**src/hdl/alle_pkg.sv**
```systemverilog
// Package for the array linked list engine: action and status codes,
// datapath operations, jump conditions and the microprogram ROM.
// No dependencies.
package alle_pkg;

  localparam logic [1:0] ACT_HEAD = 2'd0;
  localparam logic [1:0] ACT_TAIL = 2'd1;
  localparam logic [1:0] ACT_POS  = 2'd2;
  localparam logic [1:0] ACT_READ = 2'd3;

  localparam logic [1:0] ST_OK   = 2'd0;
  localparam logic [1:0] ST_FULL = 2'd1;
  localparam logic [1:0] ST_POS  = 2'd2;

  typedef logic [3:0] step_t;

  localparam step_t S_IDLE     = 4'd0;
  localparam step_t S_PRIME    = 4'd1;
  localparam step_t S_CHKFULL  = 4'd2;
  localparam step_t S_CHKHEAD  = 4'd3;
  localparam step_t S_WALK     = 4'd4;
  localparam step_t S_CHKREAD  = 4'd5;
  localparam step_t S_WRNEW    = 4'd6;
  localparam step_t S_LINKPREV = 4'd7;
  localparam step_t S_PUTHEAD  = 4'd8;
  localparam step_t S_EMITRD   = 4'd9;
  localparam step_t S_ERRPOS   = 4'd10;
  localparam step_t S_ERRFULL  = 4'd11;

  typedef enum logic [3:0] {
    OP_NOP,
    OP_LATCH,
    OP_PRIME,
    OP_WALK,
    OP_WRITE_NEW,
    OP_LINK_PREV,
    OP_PUT_HEAD,
    OP_EMIT_RD,
    OP_ERR_POS,
    OP_ERR_FULL
  } dp_op_e;

  typedef enum logic [2:0] {
    C_ALWAYS,
    C_NOSTART,
    C_BADPOS,
    C_FULL,
    C_ATHEAD,
    C_KNZ,
    C_READ
  } cond_e;

  typedef struct packed {
    dp_op_e op;
    cond_e  cond;
    step_t  target;
  } ctl_t;

  typedef struct packed {
    logic bad_pos;
    logic full_ins;
    logic at_head;
    logic k_nz;
    logic is_read;
  } flags_t;

  // Jump to target when the condition holds, else fall through to the next step.
  function automatic ctl_t ucode(step_t s);
    ctl_t w;
    case (s)
      S_IDLE:     w = '{OP_LATCH,     C_NOSTART, S_IDLE};
      S_PRIME:    w = '{OP_PRIME,     C_BADPOS,  S_ERRPOS};
      S_CHKFULL:  w = '{OP_NOP,       C_FULL,    S_ERRFULL};
      S_CHKHEAD:  w = '{OP_NOP,       C_ATHEAD,  S_PUTHEAD};
      S_WALK:     w = '{OP_WALK,      C_KNZ,     S_WALK};
      S_CHKREAD:  w = '{OP_NOP,       C_READ,    S_EMITRD};
      S_WRNEW:    w = '{OP_WRITE_NEW, C_ALWAYS,  S_LINKPREV};
      S_LINKPREV: w = '{OP_LINK_PREV, C_ALWAYS,  S_IDLE};
      S_PUTHEAD:  w = '{OP_PUT_HEAD,  C_ALWAYS,  S_IDLE};
      S_EMITRD:   w = '{OP_EMIT_RD,   C_ALWAYS,  S_IDLE};
      S_ERRPOS:   w = '{OP_ERR_POS,   C_ALWAYS,  S_IDLE};
      S_ERRFULL:  w = '{OP_ERR_FULL,  C_ALWAYS,  S_IDLE};
      default:    w = '{OP_NOP,       C_ALWAYS,  S_IDLE};
    endcase
    return w;
  endfunction

endpackage

```
**src/hdl/alle_seq.sv**
```systemverilog
// Microprogram sequencer: step counter, control ROM and conditional jumps.
// Depends on alle_pkg.
module alle_seq (
  input  logic            clk_i,
  input  logic            rst_ni,
  input  logic            start_i,
  input  alle_pkg::flags_t flags_i,
  output alle_pkg::ctl_t  ctl_o,
  output logic            busy_o
);
  import alle_pkg::*;

  step_t step_q, step_d;
  ctl_t  ctl;
  logic  hit;

  assign ctl = ucode(step_q);

  always_comb begin
    case (ctl.cond)
      C_ALWAYS:  hit = 1'b1;
      C_NOSTART: hit = !start_i;
      C_BADPOS:  hit = flags_i.bad_pos;
      C_FULL:    hit = flags_i.full_ins;
      C_ATHEAD:  hit = flags_i.at_head;
      C_KNZ:     hit = flags_i.k_nz;
      C_READ:    hit = flags_i.is_read;
      default:   hit = 1'b0;
    endcase
    step_d = hit ? ctl.target : step_q + step_t'(1);
  end

  always_ff @(posedge clk_i or negedge rst_ni) begin
    if (!rst_ni) begin
      step_q <= S_IDLE;
    end else begin
      step_q <= step_d;
    end
  end

  assign ctl_o  = ctl;
  assign busy_o = (step_q != S_IDLE);

endmodule

```
**config.mk**
```make
export PLATFORM = sky130hd
export DESIGN_NAME = alle_seq
export DESIGN_NICKNAME = d
export VERILOG_FILES = /design/src/hdl/alle_pkg.sv /design/src/hdl/alle_seq.sv
export SDC_FILE = /design/constraint.sdc
export NUM_CORES = 1
export LEC_CHECK = 0
export ABC_CLOCK_PERIOD_IN_PS = 2300
export BUFFER_PORTS_ARGS = -buffer_cell sky130_fd_sc_hd__buf_2
export CAP_MARGIN = 10
export CORE_AREA = 3 3 40 42
export CTS_BUF_LIST = sky130_fd_sc_hd__clkbuf_16
export DETAILED_ROUTE_END_ITERATION = 10
export DIE_AREA = 0 0 43 45
export GPL_TIMING_DRIVEN = 0
export PLACE_DENSITY = 0.81
export SLEW_MARGIN = 20
export SYNTH_ARGS = -nofsm -noshare
export SYNTH_HDL_FRONTEND = slang
export SYNTH_SLANG_ARGS = --single-unit
```
**constraint.sdc**
```tcl
create_clock -name clk_i -period 2.3 [get_ports clk_i]
set_input_delay 0.46 -clock clk_i [delete_from_list [all_inputs] [get_ports clk_i]]
set_output_delay 0.46 -clock clk_i [all_outputs]
set_load 0.01 [all_outputs]
```
; Yosys cells after proc, flatten, opt, wreduce, memory -nomap -nowiden
; Memory sizes are Yosys's and may differ from the RTL's.
; Cells that the tools add are included.
[op_classes]
n_addsub = 1
n_mux = 2
eq_ne = 6
n_reduce_logical = 3
[op_table]
columns = operator, count
row1 = "equality test 3 bit, second input constant", 3
row2 = case mux 1 bit (7 select lines), 1
row3 = "equality test 3 x 2 -> 1 bit, second input constant", 2
row4 = "adder 4 x 1 -> 4 bit, second input constant", 1
row5 = two-way mux 4 bit, 1
row6 = nonzero test 4 bit, 1
row7 = "equality test 3 x 1 -> 1 bit, second input constant", 1
row8 = logical NOT 3 bit, 1
row9 = logical NOT 1 bit, 1
[totals]
wordCells = 14
inputBits = 8
ff_bits = 4
mem_bits_ro = 176
memories = 1
output_inout_bits = 12
[memory_table]
columns = memory, depth, word_bits, read_ports, rd_clocked_by_memory_dff, wr, line
row1 = (name not given), 16, 11, 1, 0, 0, alle_pkg.sv:70  ; case (s)

; Logic depth before layout (Yosys ltp)
; Gate-level depths: netlist of run 1.
; An unclocked memory read counts as a cell.
[logic_depth]
ltp_word = 4
mapped_depth = 7

; Worst setup path after synthesis of run 1
; No wires, ideal clock.
[synth_path]
kind = register to register
startpoint = register step_q[1]
endpoint = register step_q[0]
setup_time_ns = 0.125
setup_slack_ns = 0.147
stages_incl_launch_ff = 8
arrival_time_ns = 2.028
required_time_ns = 2.175
synth_period_minus_slack_ns = 2.153
cell_sequence = dfrtp_1 > inv_1 > ha_1 > mux2i_4 > mux2i_1 > o22ai_2 > nor3_4 > mux2_4
[synth_via]
elab_chain_len = 4
elab_cells_between_ends = 10
cone_classes = eq/ne (6) / mux (2) / reduce/logical (1) / memory (1)
[synth_lines]
columns = element, line
row1 = from (decl), alle_seq.sv:13  ; step_t step_q, step_d;
row2 = from (signal assigned), alle_seq.sv:37  ; step_q <= step_d;
row3 = memory (16 x 11 bit) (*), -
row4 = "equality test 3 bit, or another cell as far along", alle_seq.sv:20  ; case (ctl.cond)
row5 = case mux 1 bit (7 select lines), alle_seq.sv:20
row6 = two-way mux 4 bit (*), alle_seq.sv:30  ; step_d = hit ? ctl.target : step_q + step_t'(1);
row7 = named net step_d[0], alle_seq.sv:13
; The timed path passes the listed nets; every way through them passes the cells marked *.

; Final worst setup path of run 1
[layout_path]
startpoint = register step_q[1]
endpoint = register step_q[2]
[layout_via]
elab_chain_len = 4
elab_cells_between_ends = 11
cone_classes = add/sub (1) / eq/ne (6) / mux (2) / reduce/logical (1) / memory (1)
[layout_lines]
columns = element, line
row1 = memory (16 x 11 bit), -
row2 = "equality test 3 bit, or another cell as far along", alle_seq.sv:20
row3 = case mux 1 bit (7 select lines), alle_seq.sv:20
row4 = two-way mux 4 bit (*), alle_seq.sv:30
row5 = named net step_d[2], alle_seq.sv:13
; Marks and branches as above.

==> impl_metrics.csv, run 1 <==
group,metric,value,unit
clocking,ctsHoldBuffers,0,
clocking,cts_tree,"done",
logic_synthesis,synth_fp_nets,79,
routing,drt_first_pass_iters,4,
clocking,clkTransAtPathRegs,0.03,ns
worst_setup_path,crit_fanout,5,
timing,worst_slew_pin_slew,0.3956,ns
global_route,grt_pass1_wl,2.318,mm
logic_synthesis,synthXorXnorAreaFrac,1.502,%
logic_synthesis,synthMuxAreaShare,15.02,%
routing,viasPerCell,5.472,
worst_setup_path,crit_arrival,2.27,ns
final_layout,post_route_cells_drive_above_1_share,45.16,%
die,ios,20,
final_layout,num-nets-final,107,
timing,slew_viol_final,0,
min_path,worstHoldPathType,"in2async",
final_layout,top_register,"step_q",
logic_synthesis,yosys_register_bits,4,
die,rows,13,
placement,port_buffers,19,
timing,hold_viol_final,0,
placement,dp_hpwl,1.030,mm
worst_setup_path,cp-start-kind,"register",
timing,rsz0062_at_grt,"no",
global_route,overflow,0,
die,dieArea,1935,um2
logic_synthesis,synth_top_family_by_area,"compound AO/OA/AOI/OAI gates",
global_route,gr-usage-all-layers,15.44,%
logic_synthesis,seq_area_frac_synth,17.17,%
logic_synthesis,syn_area,583.1,um2
final_layout,final_common_cell,"buf_2",
global_route,grt_use_met2,26.95,%
clocking,clockBufferDepth,2,
logic_synthesis,yosys.area_share.simple,23.61,%
clocking,htreeDepth,1,
timing,min_period_over_period,94.18,%
routing,drc,0,
placement,place.gp.congestion,0.8012,
final_layout,num_antenna_cells,0,
worst_setup_path,crit_required,2.40,ns
global_route,grt_max_degree,11,
timing,min_period,2.166,ns
logic_synthesis,syn-instance-count,67,
routing,wl,1.402,mm
clocking,clock-sinks,4,
worst_setup_path,crit_type,"reg2reg",
timing,finalSetupViolCount,0,
routing,via_count,591,
worst_setup_path,cp-end-kind,"register",
status,run_status,"finished clean",
logic_synthesis,yosys.area_share.adder,8.584,%
clocking,clkLatencyLatePin,0.22,ns
timing,final.setup_skew,0.003487,ns
die,dieHeight,45,um
routing,drt.antenna.violating_nets,0,
power_and_ir_drop,irDropWorstVdd,0.8467,mV
timing,setup_tns,0,ns
die,initial_core_util,45.37,%
die,fp.coreArea,1285,um2
clocking,cts_inserted_buffers,3,
logic_synthesis,synth_area_per_cell,8.702,um2
final_layout,largest_reg_flops,4,
global_route,top_usage_layer,"met2",
timing,fmax,461.6,MHz
power_and_ir_drop,p_per_area,1854,nW/um2
job,cap_violations,0,
timing,relSlewSlack,73.63,%
power_and_ir_drop,p_leak,0.3933,nW
final_layout,area_delta_synth_final,40.34,%
logic_synthesis,synth_warnings,0,
routing,wire_per_inst,12.98,um
worst_setup_path,worst_r2r_path_depth,8,
routing,drt_iter0_drc,15,
final_layout,largestRegisters,"step_q x4",
global_route,grt_use_met3,4.382,%
clocking,cts_root_buf,"clkbuf_16",
final_layout,fin_util,63.68,%
logic_synthesis,synth_compound_area_share,26.18,%
global_route,grt_util_met1,19.66,%
global_route,antenna_found_initial,0,
logic_synthesis,synth_cell_types,33,
global_route,grt_pass1_vias,541,
final_layout,layout_common_cells,"20 x buf_2, 6 x inv_1, 6 x nand2_1",
die,die_w,43,um
-- cell type report --
| class | count | area (um2) |
|---|---|---|
| fillers | 117 | 466.7 |
| multi-input cells | 53 | 451.7 |
| repair buffers | 23 | 125.1 |
| flip-flops and latches | 4 | 101.3 |
| clock buffers | 3 | 75.07 |
| plain buffers | 4 | 23.77 |
| inverters | 6 | 22.52 |
| well taps | 15 | 18.77 |
-- critical path, cell delays in order, from the launching register on --
cell and delay [ns]:
dfrtp_2 0.42, inv_1 0.16, ha_2 0.24, mux2i_4 0.08
buf_4 0.16, o21a_1 0.17, o21ba_2 0.24, nor3_4 0.26
mux2_4 0.33
-- synth_stat cells (all sizes together) --
cell type	count	area share (%)
nor4	1	1.1
nand2	6	3.9
mux2i	3	7.3
xor2	1	1.5
nor2b	1	1.1
o21ba	1	1.7
a21boi	1	1.3
a41oi	1	2.8
buf	2	2.8
o211a	1	1.7
nand3b	1	1.3
or3	1	1.1
dfrtp	4	17
a2111oi	1	4.7
nor3	3	4.5
nand2b	4	4.7
o22ai	3	4.3
o2111ai	1	1.5
nor2	6	4.3
o21a	1	1.3
a21oi	5	4.3
and4b	1	1.7
mux2	3	7.7
clkbuf	2	1.3
o21ai	3	2.6
ha	4	8.6
inv	6	3.9
-- final timing paths --
kind	startpoint	to	slack (ns)
worst max-delay path	step_q[1]$_DFF_PN0_	step_q[2]$_DFF_PN0_	0.13
worst min-delay path	rst_ni	step_q[3]$_DFF_PN0_	0.04
worst max register to register	step_q[1]$_DFF_PN0_	step_q[2]$_DFF_PN0_	0.13
worst min register to register	step_q[1]$_DFF_PN0_	step_q[3]$_DFF_PN0_	0.71
max in group asynchronous	rst_ni	step_q[1]$_DFF_PN0_	2.13
min in group clk_i	step_q[1]$_DFF_PN0_	step_q[3]$_DFF_PN0_	0.71
-- where the power goes --
part / internal (mW) / switching (mW) / leakage [nW]
clock: 0.222 / 0.0455 / 0.0370
sequential: 0.105 / 0.0204 / 0.0499
combinational: 0.537 / 0.588 / 0.306
total: 0.864 / 0.653 / 0.393
-- per-stage QoR --
| step | total power [mW] | instance area, um2 | cells | worst slack [ns] | hold WS, ns |
|---|---|---|---|---|---|
| detailed placement | 1.150 | 696.9 | 101 | -0.1182 | 0.2670 |
| global placement | 1.133 | 696.9 | 101 | -0.07203 | 0.2651 |
| finish | 1.517 | 818.3 | 108 | 0.1338 | 0.03531 |
| global route | 1.632 | 818.3 | 108 | 0.001310 | 0.03879 |
| CTS | 1.497 | 800.8 | 106 | 0.05398 | 0.03774 |
| floorplan | 0.9145 | 583.1 | 67 | 0.1471 | 0.1644 |
-- cell families after synthesis --
| kind of cell | Yosys count |
|---|---|
| AO/OA/AOI/OAI | 18 |
| XOR/XNOR | 1 |
| adder cells (fa/ha/maj) | 4 |
| buffers and inverters | 10 |
| flip-flops | 4 |
| multiplexers | 6 |
| AND/OR/NAND/NOR | 24 |
-- layer usage --
layer | part of all wire (%) | vias up
li1 | - | 291
met1 | 42 | 276
met2 | 50 | 24
met3 | 8.6 | 0
met4 | 0 | 0
met5 | 0 | -
-- what timing repair did --
item,CTS,global route
resized for setup,3,1
hold endpoints to repair,0,0
buffers inserted,2,2
pin swaps,1,1
gates cloned,0,0
endpoints found under the setup margin,3,3
No activity file was read; power rests on OpenSTA's default activity.
==> run 2: changes to the inputs <==
RECOVER_POWER = 50   (was unset)
==> impl_metrics.csv, run 2 (same netlist as run 1, synthesis figures left out) <==
group,metric,value,unit
clocking,clock-sinks,4,
final_layout,post_route_cells_drive_above_1_share,41.94,%
timing,rsz0062_at_grt,"no",
final_layout,layout_common_cells,"17 x buf_2, 6 x inv_1, 6 x nand2_1",
clocking,cts_root_buf,"clkbuf_16",
clocking,cts_tree,"done",
global_route,grt_pass1_vias,541,
placement,dp.cells,101,
timing,min_period,2.173,ns
placement,place.gp.congestion,0.8012,
status,run_status,"finished clean",
job,cap_violations,0,
routing,drt_iter0_drc,15,
clocking,htreeDepth,1,
timing,fmax,460.3,MHz
placement,preCtsSetupSlack,-0.1182,ns
routing,wire_per_inst,13.06,um
final_layout,largestRegisters,"step_q x4",
min_path,worstHoldPathType,"in2async",
routing,met1_length,588,um
routing,viasPerCell,5.435,
routing,wl,1.411,mm
timing,worst_slack,0.1275,ns
placement,port_buffers,19,
die,fp.coreArea,1285,um2
timing,slew_viol_final,0,
power_and_ir_drop,irDropWorstVdd,0.8485,mV
global_route,grt_pass1_wl,2.318,mm
timing,hold_viol_final,0,
routing,drc,0,
global_route,overflow,0,
power_and_ir_drop,p_leak,0.3833,nW
final_layout,num_antenna_cells,0,
final_layout,area_delta_synth_final,39.70,%
timing,min_period_over_period,94.46,%
worst_setup_path,crit_arrival,2.27,ns
die,initial_core_util,45.37,%
placement,dp_hpwl,1.030,mm
worst_setup_path,cpPeakStageDelay,0.42,ns
worst_setup_path,crit_fanout,5,
routing,routed-wl-met3,127,um
clocking,cts_inserted_buffers,3,
die,ios,20,
routing,top_layer,"met3",
worst_setup_path,crit_required,2.40,ns
global_route,antenna_found_initial,0,
clocking,clkTransAtPathRegs,0.03,ns
die,dieHeight,45,um
die,dieArea,1935,um2
routing,drt.antenna.violating_nets,0,
routing,via_count,587,
final_layout,final_common_cell,"buf_2",
timing,worst_slew_pin_slew,0.3879,ns
die,rows,13,
timing,relSlewSlack,74.14,%
timing,finalSetupViolCount,0,
clocking,clkLatencyLatePin,0.22,ns
final_layout,top_register,"step_q",
routing,drt_first_pass_iters,6,
worst_setup_path,crit_type,"reg2reg",
final_layout,fillers,119,
final_layout,largest_reg_flops,4,
worst_setup_path,slowest_stage,"dfrtp_2",
clocking,clockBufferDepth,2,
final_layout,finalNonFillerCells,108,
die,die_w,43,um
power_and_ir_drop,p_per_area,1858,nW/um2
global_route,grt_max_degree,11,
final_layout,num-nets-final,107,
worst_setup_path,crit_chain,"inv_1 > ha_2 > mux2i_4 > buf_4 > o21a_1 > o21ba_2 > nor3_4 > mux2_4",
timing,final.setup_skew,0.003743,ns
worst_setup_path,cp-end-kind,"register",
routing,dr_wl_met2,695,um
global_route,gr-usage-all-layers,15.44,%
worst_setup_path,cp-start-kind,"register",
-- run 2: cell count changes in the layout (fill, tap and decap cells not counted), sizes merged --
cell,previous run,this run
buf,25,22
clkbuf,5,8
-- run 2: per-layer routing --
layer	vias up	global-route usage (%)
met2	28	26.95
li1	289	-
met4	0	1.807
met1	270	19.66
met5	-	0
met3	0	4.382
-- run 2: path summary, 6_finish.rpt --
| check | from | endpoint | slack (ns) | cells past startpoint |
|---|---|---|---|---|
| worst min register to register | step_q[1]$_DFF_PN0_ | step_q[3]$_DFF_PN0_ | 0.72 | 3 |
| min in group clk_i | step_q[1]$_DFF_PN0_ | step_q[3]$_DFF_PN0_ | 0.72 | 3 |
| worst max register to register | step_q[1]$_DFF_PN0_ | step_q[2]$_DFF_PN0_ | 0.13 | 8 |
| worst max-delay path | step_q[1]$_DFF_PN0_ | step_q[2]$_DFF_PN0_ | 0.13 | 8 |
| max in group asynchronous | rst_ni | step_q[1]$_DFF_PN0_ | 2.03 | 1 |
| worst min-delay path | rst_ni | step_q[3]$_DFF_PN0_ | 0.06 | 1 |
-- run 2: power breakdown --
part           internal (mW)  total, mW  switching [mW]
Combinational          0.531       1.12           0.589
Sequential             0.105      0.126          0.0205
Clock                  0.222      0.268          0.0459
-- run 2: stage by stage --
step	power (mW)	setup TNS (ns)	hold slack, ns	area, um2	utilization [%]
floorplan	0.9145	0	0.1644	583.1	-
global placement	1.133	-0.2080	0.2651	696.9	54.24
detailed placement	1.150	-0.3418	0.2670	696.9	54.24
CTS	1.497	0	0.03774	800.8	62.32
global route	1.627	0	0.07788	814.5	63.39
finish	1.513	0	0.06165	814.5	63.39
-- run 2: final cells by class --
type | instances | area, um2 | share of cell area (%)
Multi-Input combinational cell | 53 | 451.7 | 55.45
Timing Repair Buffer | 23 | 121.4 | 14.90
Sequential cell | 4 | 101.3 | 12.44
Clock buffer | 3 | 75.07 | 9.217
Buffer | 4 | 23.77 | 2.919
Inverter | 6 | 22.52 | 2.765
Tap cell | 15 | 18.77 | 2.304
-- run 2: repair_timing --
action / in CTS / in global routing
pin swaps: 1 / 1
endpoints found under the setup margin: 3 / 3
buffers inserted: 2 / 2
resized for setup: 3 / 1
hold buffers: 0 / 0
-- run 2: worst max-delay path, delay by kind of cell (launching register included) --
kind / cells / cell delay (ns)
and+or+nand+nor: 1 / 0.26
AOI/OAI and AO/OA: 2 / 0.41
adders and majority gates: 1 / 0.24
buffers and inverters: 2 / 0.32
muxes: 2 / 0.41
DFF: 1 / 0.42
==> run 3: changes to the inputs <==
--- a/config.mk
+++ b/config.mk
@@ -14,2 +14,3 @@
 export DIE_AREA = 0 0 43 45
+export GPL_ROUTABILITY_DRIVEN = 0
 export GPL_TIMING_DRIVEN = 0
==> constraint.sdc (replaced) <==
create_clock -name clk_i -period 2.3 [get_ports clk_i]
set_input_delay 0.115 -clock clk_i [delete_from_list [all_inputs] [get_ports clk_i]]
set_output_delay 0.115 -clock clk_i [all_outputs]
set_load 0.01 [all_outputs]
==> impl_metrics.csv, run 3 (same netlist as run 1, synthesis figures left out) <==
group,metric,value,unit
placement,preCtsSetupSlack,-0.1182,ns
worst_setup_path,crit_fanout,7,
placement,dpl_cell_area,696.9,um2
routing,wire_per_inst,12.95,um
routing,wl,1.386,mm
status,run_status,"finished clean",
placement,dp.cells,101,
worst_setup_path,crit_type,"reg2reg",
final_layout,final_cell_area,807.0,um2
global_route,grt_pass1_vias,540,
clocking,clkTransAtPathRegs,0.03,ns
routing,viasPerCell,5.421,
die,rows,13,
die,die_w,43,um
die,initial_core_util,45.37,%
final_layout,fin_util,62.80,%
timing,setup_tns,0,ns
global_route,grt_max_degree,11,
die,dieArea,1935,um2
global_route,antenna_found_initial,0,
timing,worst_slew_pin_slew,0.5122,ns
min_path,worstHoldPathType,"in2async",
timing,whs,0.2651,ns
timing,final.setup_skew,0.003363,ns
timing,slew_viol_final,0,
routing,drt_first_pass_iters,4,
clocking,cts_tree,"done",
clocking,cts_inserted_buffers,3,
final_layout,largest_reg_flops,4,
global_route,gr-usage-all-layers,15.36,%
placement,port_buffers,19,
timing,fmax,453.6,MHz
global_route,grt_pass1_wl,2.304,mm
power_and_ir_drop,irDropWorstVdd,0.8505,mV
timing,min_period_over_period,95.85,%
placement,dp_hpwl,1.030,mm
clocking,clock-sinks,4,
worst_setup_path,cp-start-kind,"register",
final_layout,area_delta_synth_final,38.41,%
final_layout,num-nets-final,106,
timing,hold_viol_final,0,
final_layout,layout_common_cells,"15 x buf_2, 7 x clkbuf_1, 6 x inv_1, 6 x nand2_1",
worst_setup_path,crit_required,2.40,ns
job,cap_violations,0,
timing,worst_slack,0.09543,ns
global_route,overflow,0,
worst_setup_path,rrSetupSlack,0.1,ns
power_and_ir_drop,p_leak,0.3697,nW
routing,drt_iter0_drc,7,
routing,drc,0,
routing,via_count,580,
routing,drt.antenna.violating_nets,0,
power_and_ir_drop,finalPower,1.485,mW
timing,relSlewSlack,65.85,%
timing,rsz0062_at_grt,"no",
power_and_ir_drop,p_per_area,1841,nW/um2
clocking,clkLatencyLatePin,0.22,ns
final_layout,finalNonFillerCells,107,
final_layout,top_register,"step_q",
worst_setup_path,crit_arrival,2.30,ns
final_layout,post_route_cells_drive_above_1_share,38.04,%
die,ios,20,
die,fp.coreArea,1285,um2
timing,min_period,2.205,ns
die,dieHeight,45,um
timing,finalSetupViolCount,0,
final_layout,final_common_cell,"buf_2",
clocking,htreeDepth,1,
worst_setup_path,cp-end-kind,"register",
final_layout,num_antenna_cells,0,
clocking,clockBufferDepth,2,
final_layout,largestRegisters,"step_q x4",
clocking,cts_root_buf,"clkbuf_16",
run 3: cell count changes in the layout (fill, tap and decap cells not counted):
cell	change
dlygate4sd3_1	+1
buf_4	-2
buf_2	-2
clkbuf_1	+2
run 3: worst paths after layout:
check / startpoint / endpoint / cells after the start
max reg2reg: step_q[1]$_DFF_PN0_ / step_q[0]$_DFF_PN0_ / 8
max in group asynchronous: rst_ni / step_q[1]$_DFF_PN0_ / 2
min: rst_ni / step_q[3]$_DFF_PN0_ / 2
min in group clk_i: flags_i[1] / step_q[3]$_DFF_PN0_ / 4
max: step_q[1]$_DFF_PN0_ / step_q[0]$_DFF_PN0_ / 8
min reg2reg: step_q[1]$_DFF_PN0_ / step_q[3]$_DFF_PN0_ / 3
run 3: worst max-delay path: stages (launching register included):
cell     delay [ns]
dfrtp_2        0.41
inv_1          0.13
ha_4           0.32
mux2i_4        0.07
buf_4          0.16
o21a_1         0.17
o21ba_2        0.24
nor3_4         0.26
mux2_4         0.33
run 3: layout make-up:
cell class	instances	area [um2]
multi-input combinational	53	451.7
timing repair buffer	22	115.1
fill	119	478.0
tap	15	18.77
buffer	4	22.52
inverter	6	22.52
sequential	4	101.3
clock buffer	3	75.07
run 3: report_power, final:
group	internal (mW)	switching, mW	leakage (nW)	total [mW]
Sequential	0.105	0.0268	0.0499	0.132
Combinational	0.509	0.577	0.283	1.09
Clock	0.222	0.0459	0.0370	0.268
Total	0.836	0.650	0.370	1.49
run 3: repair_timing:
item / CTS / global route
gates resized for setup: 3 / 1
pin swaps: 1 / 1
endpoints found under the hold margin: 4 / 0
endpoints found under the setup margin: 3 / 3
buffers inserted: 2 / 0
hold buffers: 1 / 0
run 3: per-layer routing:
| metal | part of all wire (%) | track usage, % | wire length (um) |
|---|---|---|---|
| met1 | 42 | 19.42 | 589 |
| met2 | 50 | 26.95 | 695 |
| met3 | 7.3 | 4.382 | 101 |
| met4 | 0 | 1.807 | 0 |
| met5 | 0 | 0 | 0 |
